File: src/pcadj_pkg.sv
// Shared types and constants for the pixel color adjust block.
// Used by every module under src; depends on nothing.
`timescale 1ns / 1ps

package pcadj_pkg;

    localparam int PIX_W      = 8;    // one color channel
    localparam int GAIN_W     = 15;   // unsigned gain registers
    localparam int MIX_W      = 13;   // unsigned fraction registers
    localparam int CFG_IDX_W  = 3;
    localparam int CFG_DATA_W = GAIN_W;
    localparam int PIPE_STAGES = 7;

    // register indexes of the configuration port
    localparam logic [CFG_IDX_W-1:0] REG_SATURATION = 3'd0;
    localparam logic [CFG_IDX_W-1:0] REG_CONTRAST   = 3'd1;
    localparam logic [CFG_IDX_W-1:0] REG_BRIGHTNESS = 3'd2;
    localparam logic [CFG_IDX_W-1:0] REG_GRAY_MIX   = 3'd3;
    localparam logic [CFG_IDX_W-1:0] REG_SCANLINE   = 3'd4;

    // settings as seen by the datapath (gray already saturated to one)
    typedef struct packed {
        logic [GAIN_W-1:0] saturation;
        logic [GAIN_W-1:0] contrast;
        logic [GAIN_W-1:0] brightness;
        logic [MIX_W-1:0]  gray;
        logic              scan_on;
    } cfg_t;

endpackage

File: src/pcadj_luma.sv
// Luma of the pixel and its gray-mix share, shared by all three channels.
// Depends on pcadj_pkg.
`timescale 1ns / 1ps

module pcadj_luma #(
    parameter int FRACTION_BITS = 12
) (
    input  logic                               clk,
    input  logic [2:0]                         stage_en,
    input  logic [pcadj_pkg::PIX_W-1:0]        red,
    input  logic [pcadj_pkg::PIX_W-1:0]        green,
    input  logic [pcadj_pkg::PIX_W-1:0]        blue,
    input  logic [pcadj_pkg::MIX_W-1:0]        gray,
    output logic [FRACTION_BITS+8:0]           luma0,
    output logic [FRACTION_BITS+8:0]           luma1,
    output logic [FRACTION_BITS+8:0]           luma_gray2
);
    import pcadj_pkg::*;

    localparam int LUMA_W = FRACTION_BITS + 9;
    localparam int PRODW  = LUMA_W + MIX_W;
    localparam int LUMA_R = ((2126 << FRACTION_BITS) + 5000) / 10000;
    localparam int LUMA_G = ((7152 << FRACTION_BITS) + 5000) / 10000;
    localparam int LUMA_B = ((722 << FRACTION_BITS) + 5000) / 10000;

    logic [LUMA_W-1:0] luma0_reg, luma0_next;
    logic [LUMA_W-1:0] luma1_reg;
    logic [LUMA_W-1:0] lg1_reg, lg1_next;
    logic [LUMA_W-1:0] lg2_reg;
    logic [PRODW-1:0]  lg_prod;

    always_comb
    begin
        luma0_next = LUMA_W'(LUMA_R) * LUMA_W'(red)
                   + LUMA_W'(LUMA_G) * LUMA_W'(green)
                   + LUMA_W'(LUMA_B) * LUMA_W'(blue);
        lg_prod    = PRODW'(luma0_reg) * PRODW'(gray);
        lg1_next   = lg_prod[FRACTION_BITS +: LUMA_W];
    end

    always_ff @(posedge clk)
    begin
        if (stage_en[0])
            luma0_reg <= luma0_next;
        if (stage_en[1])
        begin
            luma1_reg <= luma0_reg;
            lg1_reg   <= lg1_next;
        end
        if (stage_en[2])
            lg2_reg <= lg1_reg;
    end

    assign luma0      = luma0_reg;
    assign luma1      = luma1_reg;
    assign luma_gray2 = lg2_reg;

endmodule

File: config.mk
export PLATFORM = sky130hd
export DESIGN_NAME = pcadj_luma
export DESIGN_NICKNAME = d
export VERILOG_FILES = /design/src/pcadj_pkg.sv /design/src/pcadj_luma.sv
export SDC_FILE = /design/constraint.sdc
export NUM_CORES = 1
export LEC_CHECK = 0
export ABC_AREA = 1
export BUFFER_PORTS_ARGS = -buffer_cell sky130_fd_sc_hd__buf_2
export CORE_MARGIN = 2
export CORE_UTILIZATION = 69
export DETAILED_ROUTE_END_ITERATION = 8
export HOLD_SLACK_MARGIN = 0.02
export PLACE_DENSITY = 0.9
export REMOVE_ABC_BUFFERS = 1
export SYNTH_ARGS = -nofsm -noshare
export SYNTH_HDL_FRONTEND = slang
export SYNTH_SLANG_ARGS = --single-unit
File: constraint.sdc
create_clock -name clk -period 13.59 [get_ports clk]
set_input_delay 1.359 -clock clk [delete_from_list [all_inputs] [get_ports clk]]
set_output_delay 1.359 -clock clk [all_outputs]
set_load 0.05 [all_outputs]
# Word level (Yosys, flattened, before mapping)
# Cells that the tools add are included.
[classes] n_mul=4 add_sub_neg=2
[ops] cell="$mul A21 B13 Y33" count=1
[ops] cell="$add A18 B20 Y21" count=1
[ops] cell="$add A21 B17 Y21" count=1
[ops] cell="$mul A12 B8 Y20 const A" count=1
[ops] cell="$mul A10 B8 Y18 const A" count=1
[ops] cell="$mul A6 B8 Y14 const A" count=1
[word_totals] wordCells=10 reg_bits=84 in_bits=41

# Longest topological paths before layout
# Gate-level depths: netlist (run 1).
[depth] word_depth=3 mapped_depth=28 depth_no_buf=28

# Worst setup path before layout (run 1)
# Ideal clock, no wire load.
[synth_path] path_kind="input to register" startpoint="input blue[4] (netlist bit)" endpoint="register luma0_reg[17] (netlist: luma0[17]), data pin" cell_stages=28 arrival_ns=6.328 slack_ns=7.010 path_buffers=0 required_ns=13.338 setup_ns=0.252 path_cell_list="ha_1 ha_1 fa_1 ha_1 a21oi_1 nand2_1 a21oi_1 nor2_1 nor2_1 xor2_1 inv_1 ha_1 inv_1 fa_1 inv_1 fa_1 inv_1 fa_1 inv_1 ha_1 nand2_1 inv_1 a21oi_1 nor2_1 nor3_1 nand2_1 nand2_1 nand2_1"
[synth_between] elab_chain_cells=2
[synth_lines] element="from (decl)" line="pcadj_luma.sv:12" source="input logic [pcadj_pkg::PIX_W-1:0] blue,"
[synth_lines] element="$mul A6 B8 Y14" line="pcadj_luma.sv:36" source="+ LUMA_W'(LUMA_B) * LUMA_W'(blue);"
[synth_lines] element="$add A21 B17 Y21" line="pcadj_luma.sv:36"
[synth_lines] element="net luma0_next[17]" line="pcadj_luma.sv:26" source="logic [LUMA_W-1:0] luma0_reg, luma0_next;"
[synth_lines] element="to (signal assigned)" line="pcadj_luma.sv:44" source="luma0_reg <= luma0_next;"
[synth_lines] element="to (decl)" line="pcadj_luma.sv:26"
# The timed path passes the listed nets, and every way through them passes these cells.
# A chain may end at the register's enable or synchronous reset.

# Worst setup path in the final report (run 1)
# Ends and elaborated chain as after synthesis.

==> impl_summary.txt, run 1 <==
----------------------------------------------------
[Logic synthesis]
  Synthesized netlist cell count ... 1891
  Fraction of synthesis flops using an asynchronous set or reset pin ... 0%
  Library cells used by synthesis ... 28
  Post-synthesis sequential area ratio ... 15.5%
  Number of enable-type register cells in the synthesized netlist ... 84
  Dominant cell type by area after synthesis ... sky130_fd_sc_hd__fa_1
  Yosys warnings ... 0
  Post-Synthesis Mean Instance Area ... 8.61 um2
  Area share of the leading cell type in the synthesized netlist ... 36.8%
  Synthesized cell area ... 16300 um2
  Top area cells in the synthesized netlist ... sky130_fd_sc_hd__fa_1, sky130_fd_sc_hd__edfxtp_1, sky130_fd_sc_hd__ha_1
  Most instantiated flip-flop cell in the synthesis netlist ... sky130_fd_sc_hd__edfxtp_1
  Flip-flop and latch count after synthesis ... 84

[Worst setup path]
  Worst R2R End ... lg1_reg[15]$_DFFE_PP_
  Critical path launch point type ... primary input
  Maximum cell stage delay along the critical path ... 0.53 ns
  Endpoint required time on the critical path ... 13.71 ns
  Critical path data arrival time ... 7.02 ns
  R2r startpoint ... luma0[9]$_DFFE_PP_
  Critical path class ... in2reg
  Reg2Reg Depth ... 18
  Cell seen most often among critical-path stages ... sky130_fd_sc_hd__inv_1
  Worst-path fanout max ... 5
  Critical Path End Type ... register
  Master of the slowest instance on the critical path ... sky130_fd_sc_hd__fa_1
  Flop2flop setup slack ... 7.97 ns

[GRT]
  GRT Total Usage ... 35.1%
  Congestion Overflow GR ... 0
  Antenna violations before repair ... 0
  Global-route wire length before repair ... 67.1 mm
  Largest net degree at the start of global routing ... 43
  Number of global-route vias before repair ... 14.1k

[STA]
  Final min period ... 6.90 ns
  Count of final max-slew check failures ... 0
  Final total negative setup slack ... 0 ns
  Final Hold Violating Endpoints ... 0
  FMAX ... 0.145 GHz
  Slew Limit Headroom ... 34.5%
  Clk_skew ... 0.00968 ns
  Ratio of final minimum period to clock period ... 50.7%
  Slew @ Worst Pin ... 0.983 ns
  Number of setup violations in the final report ... 0
  Unrepaired setup endpoints after global routing ... false

[Floorplanning]
  Placeable core region ... 23300 um2
  Boundary Pins ... 104
  Core Rows ... 56
  Overall die height ... 158 um
  Floorplan die area ... 24800 um2
  Floorplan die width ... 158 um
  Initial cell density of the core ... 69.8%

[Clock network]
  Clk Latency, worst-skew pair ... 0.36 ns
  Clock-pin slew on the worst setup and hold paths ... 0.07 ns
  Number of instances resized during post-cts repair ... 0
  TritonCTS clock tree ... yes
  Root Buffer Master ... sky130_fd_sc_hd__clkbuf_16
  Htree depth ... 3
  CTS Buf Count ... 9
  Sinks on the clock net ... 84
  Maximum buffer depth of the clock tree ... 2
  # hold bufs at CTS ... 0
  Setup bufs post-CTS ... 0

[Min path]
  Critical hold path startpoint ... lg1_reg[11]$_DFFE_PP_
  Terminating pin of the worst hold path ... luma_gray2[11]$_DFFE_PP_
  Classification of the worst-slack hold path ... reg2reg
  Hold Path Depth ... 0

[Drt]
  Detailed router's first-iteration violation count ... 974
  Post-route DRC violation count ... 0
  Post-DR wirelength/cell ... 17.7 um
  Number of nets with antenna violations after detailed routing ... 0
  Vias after detailed routing ... 12.8k
  Number of optimization iterations in the first detailed-route pass ... 6
  Post-detailed-route via-to-cell ratio ... 5.61
  Total Wirelength ... 40.5 mm

[Finish]
  ANT cells ... 0
  Number of nets in the layout ... 2482
  Combined flip-flop and latch cell area ... 2520 um2
  Most common library cell in the layout ignoring fill and taps ... sky130_fd_sc_hd__inv_1
  Leading cell types in the layout, fill and taps excluded ... sky130_fd_sc_hd__inv_1, sky130_fd_sc_hd__nand2_1, sky130_fd_sc_hd__fa_1
  Area of the multi-input gates ... 11500 um2
  Fraction of final layout cells sized beyond drive strength 1 ... 7.03%
  # fillers ... 1625
  Area growth from synthesis to final layout ... 6.42%

[Placement]
  Port Buf Inserts ... 103
  Final RePlAce weighted congestion ... 0.990
  Detailed-placement wirelength estimate ... 32.7 mm

[Status]
  Result of the run ... finished, final reports clean

[Flow run]
  Maximum capacitance violations ... 0

----------------------------------------------------
[stage by stage]
step / hold slack, ns / utilization, % / cell area [um2] / worst slack, ns / cells
after floorplan: 0.400 / - / 16100 / 7.01 / 1844
after global placement: 0.401 / 73.0 / 17000 / 6.59 / 2266
after detailed placement: 0.405 / 73.0 / 17000 / 6.40 / 2266
after CTS: 0.416 / 74.3 / 17300 / 6.76 / 2282
after global routing: 0.423 / 74.3 / 17300 / 6.37 / 2282
final: 0.416 / 74.3 / 17300 / 6.69 / 2282
[metal layers]
metal	vias to the layer above	track usage [%]	part of all wire, %
met5	-	0	0
met4	0	18.5	5.3
met3	211	6.35	8.9
met2	717	61.7	51
met1	6202	40.9	35
li1	5668	-	-
[cells in the mapped netlist, drive strengths merged (8+ instances only)]
library cell  number
fa               299
a21oi             58
ha               184
nor3              17
nand3             41
nor2              64
edfxtp            84
nand2            443
inv              565
xnor2              8
xor2              24
o21ai             30
clkbuf            45
[worst max-delay path by stage]
| stage | startpoint | endpoint | cells past startpoint |
|---|---|---|---|
| after floorplan | blue[4] | luma0[17]$_DFFE_PP_ | 28 |
| after global placement | blue[4] | luma0[17]$_DFFE_PP_ | 29 |
| after detailed placement | blue[4] | luma0[17]$_DFFE_PP_ | 29 |
| after CTS | blue[4] | luma0[17]$_DFFE_PP_ | 29 |
| after global routing | blue[4] | luma0[17]$_DFFE_PP_ | 29 |
| final | blue[4] | luma0[17]$_DFFE_PP_ | 29 |
[layout make-up]
type	instances	share of cell area [%]
Tap cell	319	2.30
Clock inverter	7	0.476
Multi-Input combinational cell	1195	66.2
Inverter	565	12.2
Timing Repair Buffer	103	2.97
Sequential cell	84	14.6
Clock buffer	9	1.30
[worst max-delay path, delay by kind of cell]
kind,cells,cell delay (ns)
buf+inv,7,0.42
simple gates,9,1.00
xor+xnor,1,0.16
compound gates,3,0.55
fa+ha+maj,9,3.52
[cell families (layout without fill, tap and decap cells)]
| kind of cell | count (synthesis) | in the layout | synth area share [%] |
|---|---|---|---|
| xor gates and xnor gates | 32 | 32 | 1.72 |
| DFF | 84 | 84 | 15.5 |
| adders and majority gates | 483 | 483 | 50.9 |
| AOI/OAI and AO/OA | 109 | 109 | 3.85 |
| and+or+nand+nor | 571 | 571 | 13.9 |
| buffers and inverters | 612 | 684 | 14.1 |
Power of run 1 is left out: the tool's default activity adds up to more than one toggle a clock period on the data nets, which glitch-free logic cannot reach.
==> inputs of run 2 (changes only) <==
- CORE_UTILIZATION: 69 -> 64
- PLACE_DENSITY: 0.9 -> 0.84
- clock period: 13.59 -> 6.8 ns (I/O delays scaled with it)
==> run 2 against run 1 <==
  * First-iteration DRC count shrank 7.7%
  * Register-to-register slack got worse by 6.8 ns
  * Sequential share of layout area hardly changed
  * Highest routed layer unchanged
==> impl_summary.txt, run 2 (same netlist as run 1, synthesis figures left out) <==
----------------------------------------------------
[Status]
  Result of the run ... finished, final reports clean

[Worst setup path]
  Maximum cell stage delay along the critical path ... 0.53 ns (about the same)
  Critical path data arrival time ... 6.29 ns (-0.73 ns)
  Cell seen most often among critical-path stages ... sky130_fd_sc_hd__inv_1
  Endpoint required time on the critical path ... 6.92 ns (-6.79 ns)
  Worst-path fanout max ... 5 (unchanged)
  Critical path class ... in2reg
  Critical path launch point type ... primary input
  Master of the slowest instance on the critical path ... sky130_fd_sc_hd__fa_1
  Critical Path End Type ... register

[Finish]
  Area of the multi-input gates ... 11500 um2 (unchanged)
  ANT cells ... 0 (unchanged)
  # fillers ... 1969 (+21%)
  Most common library cell in the layout ignoring fill and taps ... sky130_fd_sc_hd__inv_1
  Area growth from synthesis to final layout ... 6.38% (about the same)
  Number of nets in the layout ... 2482 (unchanged)
  Combined flip-flop and latch cell area ... 2520 um2 (unchanged)
  Leading cell types in the layout, fill and taps excluded ... sky130_fd_sc_hd__inv_1, sky130_fd_sc_hd__nand2_1, sky130_fd_sc_hd__fa_1
  Fraction of final layout cells sized beyond drive strength 1 ... 7.03% (unchanged)

[STA]
  Number of setup violations in the final report ... 0 (unchanged)
  Unrepaired setup endpoints after global routing ... false
  Final min period ... 6.17 ns
  Count of final max-slew check failures ... 0 (unchanged)
  FMAX ... 0.162 GHz
  Slew @ Worst Pin ... 1.00 ns (+0.0201 ns)
  Final Hold Violating Endpoints ... 0 (unchanged)
  Clk_skew ... 0.0103 ns (+0.000618 ns)
  Slew Limit Headroom ... 33.1% (-1.3 points)
  Ratio of final minimum period to clock period ... 90.7%
  Final total negative setup slack ... 0 ns (unchanged)

[Floorplanning]
  Overall die height ... 164 um (+3.7%)
  Floorplan die width ... 164 um (+3.7%)
  Initial cell density of the core ... 64.9% (-4.9 points)
  Core Rows ... 58 (+3.6%)
  Placeable core region ... 25100 um2 (+7.6%)
  Boundary Pins ... 104 (unchanged)
  Floorplan die area ... 26700 um2 (+7.6%)

[Placement]
  Detailed-placement wirelength estimate ... 32.0 mm (-2.2%)
  Final RePlAce weighted congestion ... 0.982 (-0.84%)
  Port Buf Inserts ... 103 (unchanged)

[Clock network]
  # hold bufs at CTS ... 0 (unchanged)
  Number of instances resized during post-cts repair ... 0 (unchanged)
  Htree depth ... 3 (unchanged)
  CTS Buf Count ... 9 (unchanged)
  Setup bufs post-CTS ... 0 (unchanged)
  Clk Latency, worst-skew pair ... 0.36 ns (about the same)
  TritonCTS clock tree ... yes
  Maximum buffer depth of the clock tree ... 2 (unchanged)
  Root Buffer Master ... sky130_fd_sc_hd__clkbuf_16
  Sinks on the clock net ... 84 (unchanged)
  Clock-pin slew on the worst setup and hold paths ... 0.07 ns (about the same)

[GRT]
  Largest net degree at the start of global routing ... 43 (unchanged)
  Antenna violations before repair ... 0 (unchanged)
  Number of global-route vias before repair ... 13.7k (-3.4%)
  Congestion Overflow GR ... 0 (unchanged)
  Global-route wire length before repair ... 64.8 mm (-3.4%)
  GRT Total Usage ... 31.2% (-3.8 points)

[Drt]
  Post-route DRC violation count ... 0 (unchanged)
  Total Wirelength ... 38.7 mm (-4.2%)
  Wire length the detailed router placed on met1 ... 14.2 mm (+1.7%)
  Vias after detailed routing ... 12.6k (-1.9%)
  Met2 Wirelength ... 19.8 mm (-4.6%)
  Number of optimization iterations in the first detailed-route pass ... 6 (unchanged)
  Routed met3 length ... 3.12 mm (-14%)
  Top routing layer in use ... met4
  Number of nets with antenna violations after detailed routing ... 0 (unchanged)
  Post-DR wirelength/cell ... 16.9 um (-4.7%)
  Detailed router's first-iteration violation count ... 899 (-7.7%)
  Post-detailed-route via-to-cell ratio ... 5.48 (-2.3%)

[Min path]
  Classification of the worst-slack hold path ... reg2reg

[Flow run]
  Maximum capacitance violations ... 0 (unchanged)

----------------------------------------------------
-- run 2: changes by cell type in the layout (fill, tap and decap cells not counted) --
cell / delta
sky130_fd_sc_hd__bufinv_16: -1
sky130_fd_sc_hd__inv_6: -1
sky130_fd_sc_hd__clkinv_4: +2
-- run 2: through the flow --
step	setup slack [ns]	cell area (um2)	hold slack [ns]	cells	utilization [%]
final	0.632	17300	0.420	2293	69.0
after floorplan	0.899	16100	0.400	1844	-
after CTS	0.670	17300	0.422	2293	69.0
after detailed placement	0.297	17000	0.405	2277	67.9
after global routing	0.182	17300	0.432	2293	69.0
after global placement	0.444	17000	0.400	2277	67.9
-- run 2: metal layers --
| layer | up-vias | global-route usage, % |
|---|---|---|
| met1 | 6170 | 37.4 |
| met3 | 142 | 5.18 |
| met5 | - | 0 |
| met2 | 572 | 55.4 |
| met4 | 0 | 14.2 |
| li1 | 5675 | - |
-- run 2: final timing paths --
| kind | start | endpoint | slack, ns | cells past startpoint |
|---|---|---|---|---|
| min | lg1_reg[17]$_DFFE_PP_ | luma_gray2[17]$_DFFE_PP_ | 0.42 | 0 |
| max | blue[4] | luma0[17]$_DFFE_PP_ | 0.63 | 29 |
| max reg2reg | luma0[11]$_DFFE_PP_ | lg1_reg[15]$_DFFE_PP_ | 1.17 | 18 |
| min reg2reg | lg1_reg[17]$_DFFE_PP_ | luma_gray2[17]$_DFFE_PP_ | 0.42 | 0 |
-- run 2: cell type report --
type	instances	share of cell area [%]
inverters	565	12.2
flip-flops and latches	84	14.6
well taps	330	2.38
clock inverters	7	0.354
multi-input cells	1195	66.2
clock buffers	9	1.30
repair buffers	103	2.98
-- run 2: worst max-delay path, delay by kind of cell --
family	cells	cell delay (ns)
xor gates and xnor gates	1	0.17
AOI/OAI and AO/OA	3	0.58
buffers and inverters	7	0.44
and+or+nand+nor	9	0.95
adders and majority gates	9	3.49
Power of run 2 is left out for the same reason.
==> inputs of run 3 (changes only) <==
- REMOVE_ABC_BUFFERS: 1 -> not set
==> run 3 against run 2 <==
  * Critical path type unchanged
  * Non-clock buffer count unchanged
  * Die area unchanged
  * Global-route usage increased by 1.0 points
  * Worst setup slack improved by 0.093 ns
  * Sequential share of layout area about the same
  * Hold slack improved by 0.0034 ns
==> impl_summary.txt, run 3 (same netlist as run 1, synthesis figures left out) <==
----------------------------------------------------
[STA]
  Slew Limit Headroom ... 27.9% (-5.3 points)
  Slew @ Worst Pin ... 1.08 ns (+0.0793 ns)
  Post-layout worst setup margin ... 0.724 ns (+0.0925 ns)
  Final Hold Violating Endpoints ... 0 (unchanged)
  FMAX ... 0.165 GHz (+1.5%)
  Unrepaired setup endpoints after global routing ... false
  Final min period ... 6.08 ns (-0.0925 ns)
  Final total negative setup slack ... 0 ns (unchanged)
  Worst hold-check slack ... 0.423 ns (+0.00337 ns)
  Count of final max-slew check failures ... 0 (unchanged)
  Clk_skew ... 0.0109 ns (+0.000623 ns)
  Number of setup violations in the final report ... 0 (unchanged)
  Ratio of final minimum period to clock period ... 89.4% (-1.4 points)

[Clock network]
  Clk Latency, worst-skew pair ... 0.36 ns (about the same)
  Setup bufs post-CTS ... 0 (unchanged)
  # hold bufs at CTS ... 0 (unchanged)
  Maximum buffer depth of the clock tree ... 2 (unchanged)
  Clock-pin slew on the worst setup and hold paths ... 0.08 ns (about the same)
  CTS Buf Count ... 9 (unchanged)
  Root Buffer Master ... sky130_fd_sc_hd__clkbuf_16
  Htree depth ... 3 (unchanged)
  Sinks on the clock net ... 84 (unchanged)
  Number of instances resized during post-cts repair ... 0 (unchanged)
  TritonCTS clock tree ... yes

[Finish]
  Leading cell types in the layout, fill and taps excluded ... sky130_fd_sc_hd__inv_1, sky130_fd_sc_hd__nand2_1, sky130_fd_sc_hd__fa_1
  Fraction of final layout cells sized beyond drive strength 1 ... 7.08% (+0.051 points)
  ANT cells ... 0 (unchanged)
  Area growth from synthesis to final layout ... 6.47% (about the same)
  Number of nets in the layout ... 2482 (unchanged)
  Most common library cell in the layout ignoring fill and taps ... sky130_fd_sc_hd__inv_1

[Floorplanning]
  Floorplan die width ... 164 um (unchanged)
  Core Rows ... 58 (unchanged)
  Overall die height ... 164 um (unchanged)
  Floorplan die area ... 26700 um2 (unchanged)
  Initial cell density of the core ... 64.9% (unchanged)
  Boundary Pins ... 104 (unchanged)
  Placeable core region ... 25100 um2 (unchanged)

[Drt]
  Detailed router's first-iteration violation count ... 835 (-7.1%)
  Number of optimization iterations in the first detailed-route pass ... 5 (-1)
  Post-DR wirelength/cell ... 17.2 um (+2.0%)
  Post-route DRC violation count ... 0 (unchanged)
  Vias after detailed routing ... 12.5k (-0.25%)
  Number of nets with antenna violations after detailed routing ... 0 (unchanged)
  Post-detailed-route via-to-cell ratio ... 5.46 (-0.25%)
  Total Wirelength ... 39.5 mm (+2.0%)

[GRT]
  Congestion Overflow GR ... 0 (unchanged)
  Met3 Use GR ... 5.03% (-0.15 points)
  GRT Total Usage ... 32.2% (+1.0 points)
  GR Util met1 ... 39.9% (+2.5 points)
  Met2 track utilization from global routing ... 57.1% (+1.7 points)
  Global-route wire length before repair ... 66.6 mm (+2.7%)
  Largest net degree at the start of global routing ... 43 (unchanged)
  Number of global-route vias before repair ... 14.0k (+2.7%)
  Gr busiest metal ... met2
  Antenna violations before repair ... 0 (unchanged)

[Min path]
  Classification of the worst-slack hold path ... reg2reg

[Worst setup path]
  Critical path class ... in2reg
  Cell seen most often among critical-path stages ... sky130_fd_sc_hd__inv_1
  Flop2flop setup slack ... 1.27 ns (+0.10 ns)
  Endpoint required time on the critical path ... 6.92 ns (about the same)
  Critical Path End Type ... register
  Reg2Reg Depth ... 18 (unchanged)
  Worst-path fanout max ... 5 (unchanged)
  Critical path data arrival time ... 6.20 ns (-0.09 ns)
  CP startpoint ... blue[4]
  Master of the slowest instance on the critical path ... sky130_fd_sc_hd__fa_1
  Critical path launch point type ... primary input
  R2r startpoint ... luma0[13]$_DFFE_PP_
  Worst R2R End ... lg1_reg[15]$_DFFE_PP_
  Capturing element of the worst setup path ... luma0[17]$_DFFE_PP_
  Maximum cell stage delay along the critical path ... 0.52 ns (about the same)

[Placement]
  Final RePlAce weighted congestion ... 0.975 (-0.66%)
  Port Buf Inserts ... 103 (unchanged)
  Post-placement setup slack ... 0.386 ns (+0.0883 ns)
  Detailed-placement wirelength estimate ... 32.1 mm (+0.32%)

[Status]
  Result of the run ... finished, final reports clean

[Flow run]
  Maximum capacitance violations ... 0 (unchanged)

[Logic synthesis]
  Net count after synthesis ... 2415

----------------------------------------------------
run 3: cell types whose count changed in the layout (fill, tap and decap cells not counted):
cell                       before  now
sky130_fd_sc_hd__clkinv_4       4    2
sky130_fd_sc_hd__clkinv_1       1    0
sky130_fd_sc_hd__inv_6          0    1
sky130_fd_sc_hd__clkinv_8       0    1
sky130_fd_sc_hd__inv_8          2    3
run 3: layout make-up:
type | instances | area, um2
clock buffers | 9 | 225
clock inverters | 7 | 76.3
fillers | 2059 | 7770
inverters | 565 | 2120
multi-input cells | 1195 | 11500
flip-flops and latches | 84 | 2520
well taps | 330 | 413
repair buffers | 103 | 515
run 3: per-stage QoR:
stage	instances	util [%]	cell area (um2)
floorplan	1891	-	16300
global placement	2277	67.9	17000
detailed placement	2277	67.9	17000
CTS	2293	69.1	17300
global route	2293	69.1	17300
finish	2293	69.1	17300
run 3: worst min path at each step:
stage                          startpoint                  endpoint  slack [ns]  cells after the start
finish              lg1_reg[17]$_DFFE_PP_  luma_gray2[17]$_DFFE_PP_        0.42                      0
floorplan            lg1_reg[0]$_DFFE_PP_   luma_gray2[0]$_DFFE_PP_        0.40                      0
global placement    lg1_reg[20]$_DFFE_PP_  luma_gray2[20]$_DFFE_PP_        0.40                      0
global route        lg1_reg[17]$_DFFE_PP_  luma_gray2[17]$_DFFE_PP_        0.43                      0
detailed placement  lg1_reg[17]$_DFFE_PP_  luma_gray2[17]$_DFFE_PP_        0.40                      0
CTS                  lg1_reg[3]$_DFFE_PP_   luma_gray2[3]$_DFFE_PP_        0.42                      0
run 3: metal layers:
| metal | wire (um) | part of all wire, % |
|---|---|---|
| met5 | 0 | 0 |
| met4 | 1470 | 3.7 |
| met3 | 3040 | 7.7 |
| met2 | 19800 | 50 |
| met1 | 15200 | 38 |
run 3: critical path, delay by kind of cell:
kind / cells / cell delay (ns)
AO/OA/AOI/OAI: 3 / 0.52
XOR/XNOR: 1 / 0.17
adder cells (fa/ha/maj): 9 / 3.47
buffers and inverters: 7 / 0.44
AND/OR/NAND/NOR: 9 / 0.91
Power of run 3 is left out for the same reason.
